--- src/mbt_pkg.sv ---
package mbt_pkg;

	localparam int HIDDEN_UNITS_DEF = 10;
	localparam int INPUT_UNITS_DEF  = 2;
	localparam int SIG_ENTRIES_DEF  = 256;

	localparam int ACT_W = 13;
	localparam int W_W   = 24;
	localparam int X_W   = 16;
	localparam int LR_W  = 16;

	localparam logic [LR_W-1:0]  LR_RESET = 16'd655;
	localparam logic [ACT_W-1:0] ONE_Q12  = 13'd4096;

	localparam logic [1:0] CMD_INFER = 2'd0;
	localparam logic [1:0] CMD_TRAIN = 2'd1;
	localparam logic [1:0] CMD_WRITE = 2'd2;

	typedef enum logic [1:0] {
		ST_IDLE,
		ST_FWD,
		ST_OUT,
		ST_BWD
	} mbt_state_t;

	typedef struct packed {
		logic [1:0]             cmd;
		logic signed [X_W-1:0]  in_first;
		logic signed [X_W-1:0]  in_second;
		logic [ACT_W-1:0]       target_value;
		logic [5:0]             param_index;
		logic signed [W_W-1:0]  param_value;
	} mbt_item_t;

	typedef struct packed {
		logic [ACT_W-1:0] prediction;
		logic [ACT_W-1:0] abs_error;
	} mbt_result_t;

	// one hidden unit's parameters plus its last activation
	typedef struct packed {
		logic signed [W_W-1:0] wh0;
		logic signed [W_W-1:0] wh1;
		logic signed [W_W-1:0] bh;
		logic signed [W_W-1:0] wo;
		logic [ACT_W-1:0]      h;
	} mbt_unit_t;

	typedef struct packed {
		logic shift;
		logic wr_wh0;
		logic wr_wh1;
		logic wr_bh;
		logic wr_wo;
	} mbt_cell_ctl_t;

endpackage

--- src/mbt_cell.sv ---
module mbt_cell (
	input  logic                       clk,
	input  logic                       arst_n,
	input  mbt_pkg::mbt_cell_ctl_t     ctl,
	input  mbt_pkg::mbt_unit_t         shift_in,
	input  logic signed [23:0]         wr_value,
	output mbt_pkg::mbt_unit_t         unit
);
	import mbt_pkg::*;

	mbt_unit_t unit_q;

	// shift takes priority; writes only happen with the ring at home
	always_ff @(posedge clk or negedge arst_n) begin
		if (!arst_n) begin
			unit_q <= '0;
		end else if (ctl.shift) begin
			unit_q <= shift_in;
		end else begin
			if (ctl.wr_wh0) unit_q.wh0 <= wr_value;
			if (ctl.wr_wh1) unit_q.wh1 <= wr_value;
			if (ctl.wr_bh)  unit_q.bh  <= wr_value;
			if (ctl.wr_wo)  unit_q.wo  <= wr_value;
		end
	end

	assign unit = unit_q;

endmodule

--- config.mk ---
export PLATFORM = sky130hd
export DESIGN_NAME = mbt_cell
export DESIGN_NICKNAME = d
export VERILOG_FILES = /design/src/mbt_pkg.sv /design/src/mbt_cell.sv
export SDC_FILE = /design/constraint.sdc
export NUM_CORES = 1
export LEC_CHECK = 0
export ABC_CLOCK_PERIOD_IN_PS = 1350
export BUFFER_PORTS_ARGS = -buffer_cell sky130_fd_sc_hd__buf_2
export CAP_MARGIN = 20
export CORE_MARGIN = 2
export CORE_UTILIZATION = 50
export CTS_CLUSTER_DIAMETER = 150
export DETAILED_ROUTE_END_ITERATION = 6
export GPL_ROUTABILITY_DRIVEN = 0
export PLACE_DENSITY_LB_ADDON = 0.08
export SLEW_MARGIN = 30
export SYNTH_ARGS = -nofsm -noshare
export SYNTH_HDL_FRONTEND = slang
export SYNTH_SLANG_ARGS = --single-unit
export TNS_END_PERCENT = 10
--- constraint.sdc ---
create_clock -name clk -period 1.35 [get_ports clk]
set_input_delay 0.135 -clock clk [delete_from_list [all_inputs] [get_ports clk]]
set_output_delay 0.135 -clock clk [all_outputs]
set_load 0.01 [all_outputs]
==> impl_summary.md, run 1 <==
Outcome
The run finished with clean final reports.

CTS
The total of cells resized after clock tree synthesis is 0. TritonCTS built the clock tree. The later-pin clock latency in the skew report is 360 ps. After clock tree synthesis, the clock-pin slew on the worst setup and hold paths is 100 ps. The number of post-CTS setup repair buffers is 0. The number of clock buffers added by TritonCTS is 9. The H-tree was split into 3 levels. In this run, post-CTS hold repair placed approximately 110 buffers. The master cell of the clock root buffer is clkbuf_8. The clock passes through at most 2 buffers. The clock sink count is 109.

Critical path
The combined buffer and inverter count along the critical path is 1. The family with the most delay on the worst path is flip-flops. The largest driver fanout on the critical path is 2. The data required time at the worst endpoint is 1220 ps. The worst setup path is launched from a flop. The critical path class is flop to output pin. The largest incremental delay on the critical path is 410 ps. For the worst setup path, the data arrival time is 940 ps. The worst setup slack for register-to-register paths is 560 ps. The critical path goes through buf_2. The worst setup path is captured at an output pin.

Among all stages on the critical path, the largest delay is contributed by dfrtp_1.

STA
Setup violations remaining at the end of the flow were counted as 0. After layout, the worst setup slack is 276.5 ps. After layout, the worst path uses 79.52% of the clock period.

Setup repair after global routing left no endpoint under its margin. The final-report max-slew violation count is 0. Derived from the worst setup path, the maximum achievable clock frequency is 931.6 MHz. The number of endpoints with negative hold slack in the final report is 0. Between clock sinks in the finished design, the worst skew comes to 0 ps. After routing, the total negative slack on setup checks comes to 0 ps. The shortest period the worst path allows is around 1100 ps.

The worst-case headroom to the max-slew limit is 75.35%. For the pin with the worst max-slew slack, the measured transition is about 370 ps.

Global routing
The via count of the first global-routing pass is 4,960. After global routing the overflow that remains totals 0. The first global-routing pass estimated between 20 and 25 mm of wire. The initial antenna violation count is 0. Entering global routing, the biggest net connects 47 pins. Across every metal layer, demand over resource in global routing totals around 28%.

Placement
After detailed placement, the total cell area comes to between 0.006 and 0.007 mm2. The number of placed cells counting well taps is between 800 and 900. The HPWL after detailed placement is around 9.9 mm. Before CTS, the worst setup slack after placement is 338.0 ps. The quantity of I/O buffers inserted on ports is approximately 250.

Drt
The number of design rule violations left after detail routing is 0. The number of nets still failing antenna checks after routing is 0. The via total after detailed routing is 4,629. Dividing the detail-routed wire length by the instance count gives 16.64 um. The number of search-and-repair iterations in the first detailed-routing pass is 6. The final layout contains routed wiring with a total length of 15.57 mm.

Using the TritonRoute via totals, the vias-per-cell ratio works out to 4.946. The starting DRC count in detailed routing is between 200 and 250.

Synth
The number of storage elements in the synthesis netlist is ~110. The cell area that synthesis handed to floorplanning was 0.005229 mm2. The count of cell types in the netlist is 12. Synthesis produced a netlist with a net count of 585. The cell count after synthesis came out at roughly 450. The Yosys step of the flow raised 0 warnings. Averaged over all synthesized cells, the footprint is 11.75 um2. The share of the yosys chip area belonging to registers is roughly 52%.

Layout
The count of nets after finishing is 935. The ratio of cells with drive above 1 in the final layout is 38.88%. Leaving out fill and tap cells, the most frequent cells in the layout are 246 x buf_2, 109 x dfrtp_1, 108 x dlygate4sd3_1, 96 x mux2i_1, 96 x nand2_1. After the flow finishes, the layout carries non-filler instances totaling 936. The register with the most flip-flops in the layout has 109 of them. The area added between synthesis and finish is 49.77%.

The library cell used most frequently in the layout, excluding fill and tap cells, is buf_2. The antenna diode count is 0. The area of all placed cells without fillers is slightly below 0.008 mm2.

Job
The number of maximum-capacitance violations is 0.

Die
The initial utilization of the core area, before any placement, comes to 51.11%. The vertical die dimension is 106.3 um. The die width is 106.3 um. The area of the die is 0.01129 mm2. Row generation in the floorplan step produced 37 rows. The area of the core is ~0.010 mm2. The total I/O pin count is 249.

Power
The design draws 7.995 mW. Power spread over the standard cell area amounts to ~1000 mW/mm2. In this run the static leakage power is 4.062 nW. IR analysis of the VDD net gives a maximum drop of 536.6 uV.

Worst hold path
The min-delay analysis places its worst path in the category primary input to flop.
## cell type report
cell class              count  area [um2]
clock buffers              10       137.6
well taps                 136       170.2
fillers                   678        2400
flip-flops and latches    109        2728
repair buffers            374        2629
multi-input cells         301        2057
clock inverters             6       110.1
## logic make-up after synthesis
| group | Yosys count | synth area share, % |
|---|---|---|
| muxes | 109 | 22.11 |
| DFF | 109 | 52.17 |
| AOI/OAI and AO/OA | 96 | 10.34 |
| and+or+nand+nor | 96 | 6.892 |
| buffers and inverters | 35 | 8.495 |
## metal layers
layer,up-vias,share of wire [%],track usage (%)
met5,-,0,0
met4,0,2.1,10.06
met3,29,7.0,7.419
met2,190,51,50.55
met1,2186,39,32.58
li1,2224,-,-
## cells in the mapped netlist
cell,count,area (um2)
buf_8,1,15.01
buf_6,19,214.0
buf_4,2,15.01
mux2_4,13,195.2
mux2i_1,96,960.9
buf_2,4,20.02
o21ai_1,75,375.4
nand2_1,96,360.4
o21ai_2,16,140.1
buf_12,9,180.2
dfrtp_1,109,2728
o21ai_0,5,25.02
## per-stage QoR
stage	util (%)	hold slack [ps]
detailed placement	63.56	75.79
global route	76.54	5.926
finish	76.54	14.84
CTS	76.45	0.3310
floorplan	-	-160.6
global placement	63.56	77.68
## final timing paths
| path | end | startpoint | cells after the start |
|---|---|---|---|
| worst max-delay path | unit[42] | unit[42] | 1 |
| worst min-delay path | unit[31] | shift_in[31] | 3 |
| worst max register to register | unit[42] | unit[42] | 2 |
| worst min register to register | unit[2] | unit[2] | 1 |
| max in group asynchronous | unit[0] | arst_n | 3 |
| min in group asynchronous | unit[8] | arst_n | 2 |
## power breakdown
group          total (mW)  switching (mW)  leakage (nW)  internal, mW
clock network        2.39            1.11         0.119          1.28
registers            3.73           0.167          1.31          3.57
logic                1.87           0.912          2.63         0.959
No activity file was read; power rests on OpenSTA's default activity.
==> run 2: changes to the inputs <==
--- a/config.mk
+++ b/config.mk
@@ -5,11 +5,11 @@
 export SDC_FILE = /design/constraint.sdc
 export NUM_CORES = 1
 export LEC_CHECK = 0
-export ABC_CLOCK_PERIOD_IN_PS = 1350
+export ABC_CLOCK_PERIOD_IN_PS = 970
 export BUFFER_PORTS_ARGS = -buffer_cell sky130_fd_sc_hd__buf_2
 export CAP_MARGIN = 20
 export CORE_MARGIN = 2
-export CORE_UTILIZATION = 50
+export CORE_UTILIZATION = 42
 export CTS_CLUSTER_DIAMETER = 150
 export DETAILED_ROUTE_END_ITERATION = 6
 export GPL_ROUTABILITY_DRIVEN = 0
==> constraint.sdc (replaced) <==
create_clock -name clk -period 0.97 [get_ports clk]
set_input_delay 0.097 -clock clk [delete_from_list [all_inputs] [get_ports clk]]
set_output_delay 0.097 -clock clk [all_outputs]
set_load 0.01 [all_outputs]
==> run 2 against run 1 <==
The run now ends with negative setup slack left. Sequential share of layout area fell by 1.4 points. Die area rose by 18%. Sequential power rose by 41%. Cell count rose by 4.2%. Total power rose by 45%. Flip-flop and latch count did not move. Critical path depth did not move. Global-route usage fell by 4.6 points. Critical path type unchanged. Critical endpoint is now unit[13]. Largest cell class is now non-clock buffers.
==> impl_summary.md, run 2 (synthesis gave the netlist of run 1 again) <==
Outcome
Outcome: finished with violations (was finished clean). The final reports fail on negative setup slack.

CTS
The maximum number of buffers from clock root to sink is 2 (unchanged). The number of H-tree levels came to 3 (unchanged). The clock sink count is 109 (unchanged).

The later-pin clock latency in the skew report is 340 ps (was 360 ps). The clock slew at the register clock pins of the worst setup and hold paths is 70 ps (was 100 ps). The CTS tree is done (unchanged). The master cell of the clock root buffer is clkbuf_16 (was clkbuf_8). The clock buffer count from CTS is 9 (unchanged).

Drt
The starting DRC count in detailed routing is 224 (was 226). The wire length per cell after detailed routing came to 16.22 um (was 16.64 um). The number of design rule violations left after detail routing is 0 (unchanged). The via total after detailed routing came to 4,684 (was 4,629). The post-detailed-route via-to-cell ratio is 4.804 (was 4.946). The post-detailed-routing wire length is 15.82 mm (was 15.57 mm). The number of search-and-repair iterations in the first detailed-routing pass is 5 (was 6). The number of nets still failing antenna checks after routing is 0 (unchanged).

Placement
The total cell area at the placement stage is 0.006583 mm2 (was 0.006502 mm2). The quantity of I/O buffers inserted on ports is 248 (unchanged). The number of placed cells counting well taps came to 846 (was 812).

The HPWL after detailed placement is 10.67 mm (was 9.908 mm).

STA
The worst-case headroom to the max-slew limit was 82.32% (was 75.35%). The final setup skew is 0 ps (unchanged). The setup violation total in the final timing report is 37 (was 0).

The fraction of the cycle the final worst path needs is 103.7%. The transition time at the pin with the least slew margin is 257.9 ps (was 369.7 ps). The worst-case hold slack is 13.71 ps (was 14.84 ps). The smallest setup slack after layout is -35.61 ps (was 276.5 ps).

The number of endpoints with negative hold slack in the final report was 0 (unchanged). The final-report max-slew violation count is 0 (unchanged). RSZ-0062 raised after global routing: yes (was no). Timing would allow up to 994.4 MHz. The shortest period the worst path allows is 1006 ps.

Global routing
The met1 track demand over resource in global routing is 28.67% (was 32.58%). The fraction of met3 tracks used by global routing was 4.184% (was 7.419%). The met2 layer usage reported by global route was 41.68% (was 50.55%).

The first-pass GRT wire length is 24.56 mm (was 24.75 mm). The global-route congestion overflow total was 0 (unchanged). The overall fraction of global-route tracks in use is 23.67% (was 28.27%).

The via count of the first global-routing pass came to 4,811 (was 4,960). The initial antenna violation count is 0 (unchanged). The busiest metal layer after global routing is met2 (unchanged).

The pin count of the biggest net entering global routing is 67 (was 47).

Critical path
The slowest cell on the critical path was dfrtp_1 (unchanged). The family with the most delay on the worst path is flip-flops (unchanged). The sort of element at the end of the critical path is an output pin (unchanged).

The critical register-to-register path endpoint was unit[78] (was unit[42]). The data required time at the worst endpoint was 870 ps (was 1220 ps). The largest driver fanout on the critical path is 2 (unchanged). Cells traversed along the worst timing path: buf_2 (unchanged).

The count of cells along the worst register-to-register path is 3 (was 2). The combined buffer and inverter count along the critical path was 1 (unchanged). The largest incremental delay on the critical path is 410 ps (about the same). The beginning of the worst register-to-register path is unit[78] (was unit[42]).

The critical path class is flop to output pin (unchanged). The worst setup slack for register-to-register paths came to 90 ps (was 560 ps). The type of origin of the critical path is a flop (unchanged). The arrival time reported for the critical path endpoint is 910 ps (was 940 ps).

Layout
The most common cell after layout, fill and taps aside is buf_2 (unchanged). The fill cell total of the finished layout is 937 (was 678). The final cell count without fillers is 975 (was 936). The area of all placed cells without fillers came to 0.008150 mm2 (was 0.007831 mm2). The count of nets after finishing was 944 (was 935). The antenna diode count is 0 (unchanged).

The area added between synthesis and finish is 55.87% (was 49.77%). The number of flip-flops in the largest register is 109 (unchanged). The ratio of cells with drive above 1 in the final layout is 39.03% (was 38.88%). Commonest non-fill, non-tap cells in the layout: 222 x buf_2, 109 x dlygate4sd3_1, 109 x dfrtp_1, 96 x mux2i_1, 96 x nand2_1 (was 246 x buf_2, 109 x dfrtp_1, 108 x dlygate4sd3_1, 96 x mux2i_1, 96 x nand2_1).

Worst hold path
The number of stages on the worst hold path is 3 (unchanged). The class of the tightest hold or removal check is primary input to flop (unchanged). The beginning of the worst hold path is shift_in[39] (was shift_in[31]). The end of the worst hold path is unit[39] (was unit[31]).

Die
The total I/O pin count was 249 (unchanged). The area of the core came to 0.01206 mm2 (was 0.01023 mm2). The row count was 40 (was 37). The effective utilization at floorplan is 43.35% (was 51.11%). The area of the die is 0.01336 mm2 (was 0.01129 mm2). The vertical die dimension is 115.6 um (was 106.3 um). The die width is 115.6 um (was 106.3 um).

Power
The static leakage is 4.179 nW (was 4.062 nW). The worst-case vdd ir drop is 771.9 uV (was 536.6 uV). The total power of the final layout was 11.60 mW (was 7.995 mW).

The ratio of total power to cell area was 1423 mW/mm2 (was 1021 mW/mm2).

Job
The number of maximum-capacitance violations is 0 (unchanged).
==> run 2: what timing repair did <==
item | in CTS | in global routing
resized for setup | 12 | 12
endpoints found under the hold margin | 217 | 0
setup buffers | 4 | 2
setup endpoints to repair | 100 | 109
hold buffers | 109 | 0
==> run 2: per-layer routing <==
layer	vias up	share of wire, %
met5	-	0
met4	0	2.5
met3	28	6.4
met2	197	51
met1	2212	40
li1	2247	-
==> run 2: how the worst max path moves through the flow <==
stage                            to      from  cells past startpoint  slack (ps)
after floorplan            unit[10]  unit[10]                      1         190
after global placement    unit[100]    ctl[3]                      4         140
after detailed placement   unit[93]    ctl[3]                      4         110
after CTS                  unit[13]  unit[13]                      1         -40
after global routing       unit[78]  unit[78]                      1         -60
final                      unit[13]  unit[13]                      1         -40
==> run 2: worst reg2reg max path, delay by kind of cell, from the launching register on <==
kind | cells | cell delay, ps
compound gates | 1 | 70
mux | 1 | 130
flops | 1 | 410
buf+inv | 1 | 150
==> run 2: cell type report <==
class,count,area (um2),share of cell area (%)
Timing Repair Buffer,383,2874,35.26
Multi-Input combinational cell,301,2057,25.24
Clock inverter,2,35.03,0.4298
Sequential cell,109,2728,33.47
Clock buffer,12,246.5,3.024
Tap cell,168,210.2,2.579
==> run 2: power by group <==
| part | total (mW) | switching, mW | internal, mW | leakage, nW |
|---|---|---|---|---|
| combinational | 2.74 | 1.26 | 1.48 | 2.73 |
| clock | 3.61 | 1.56 | 2.04 | 0.139 |
| sequential | 5.25 | 0.275 | 4.97 | 1.31 |
| total | 11.6 | 3.10 | 8.50 | 4.18 |
==> run 2: per-stage QoR <==
stage                     TNS [ps]  worst slack [ps]  util [%]
final                       -252.1            -35.61     67.57
after global routing         -3166            -59.03     67.57
after CTS                    -1318            -44.62     66.83
after detailed placement         0             112.2     54.57
after global placement           0             140.3     54.57
after floorplan                  0             190.7         -
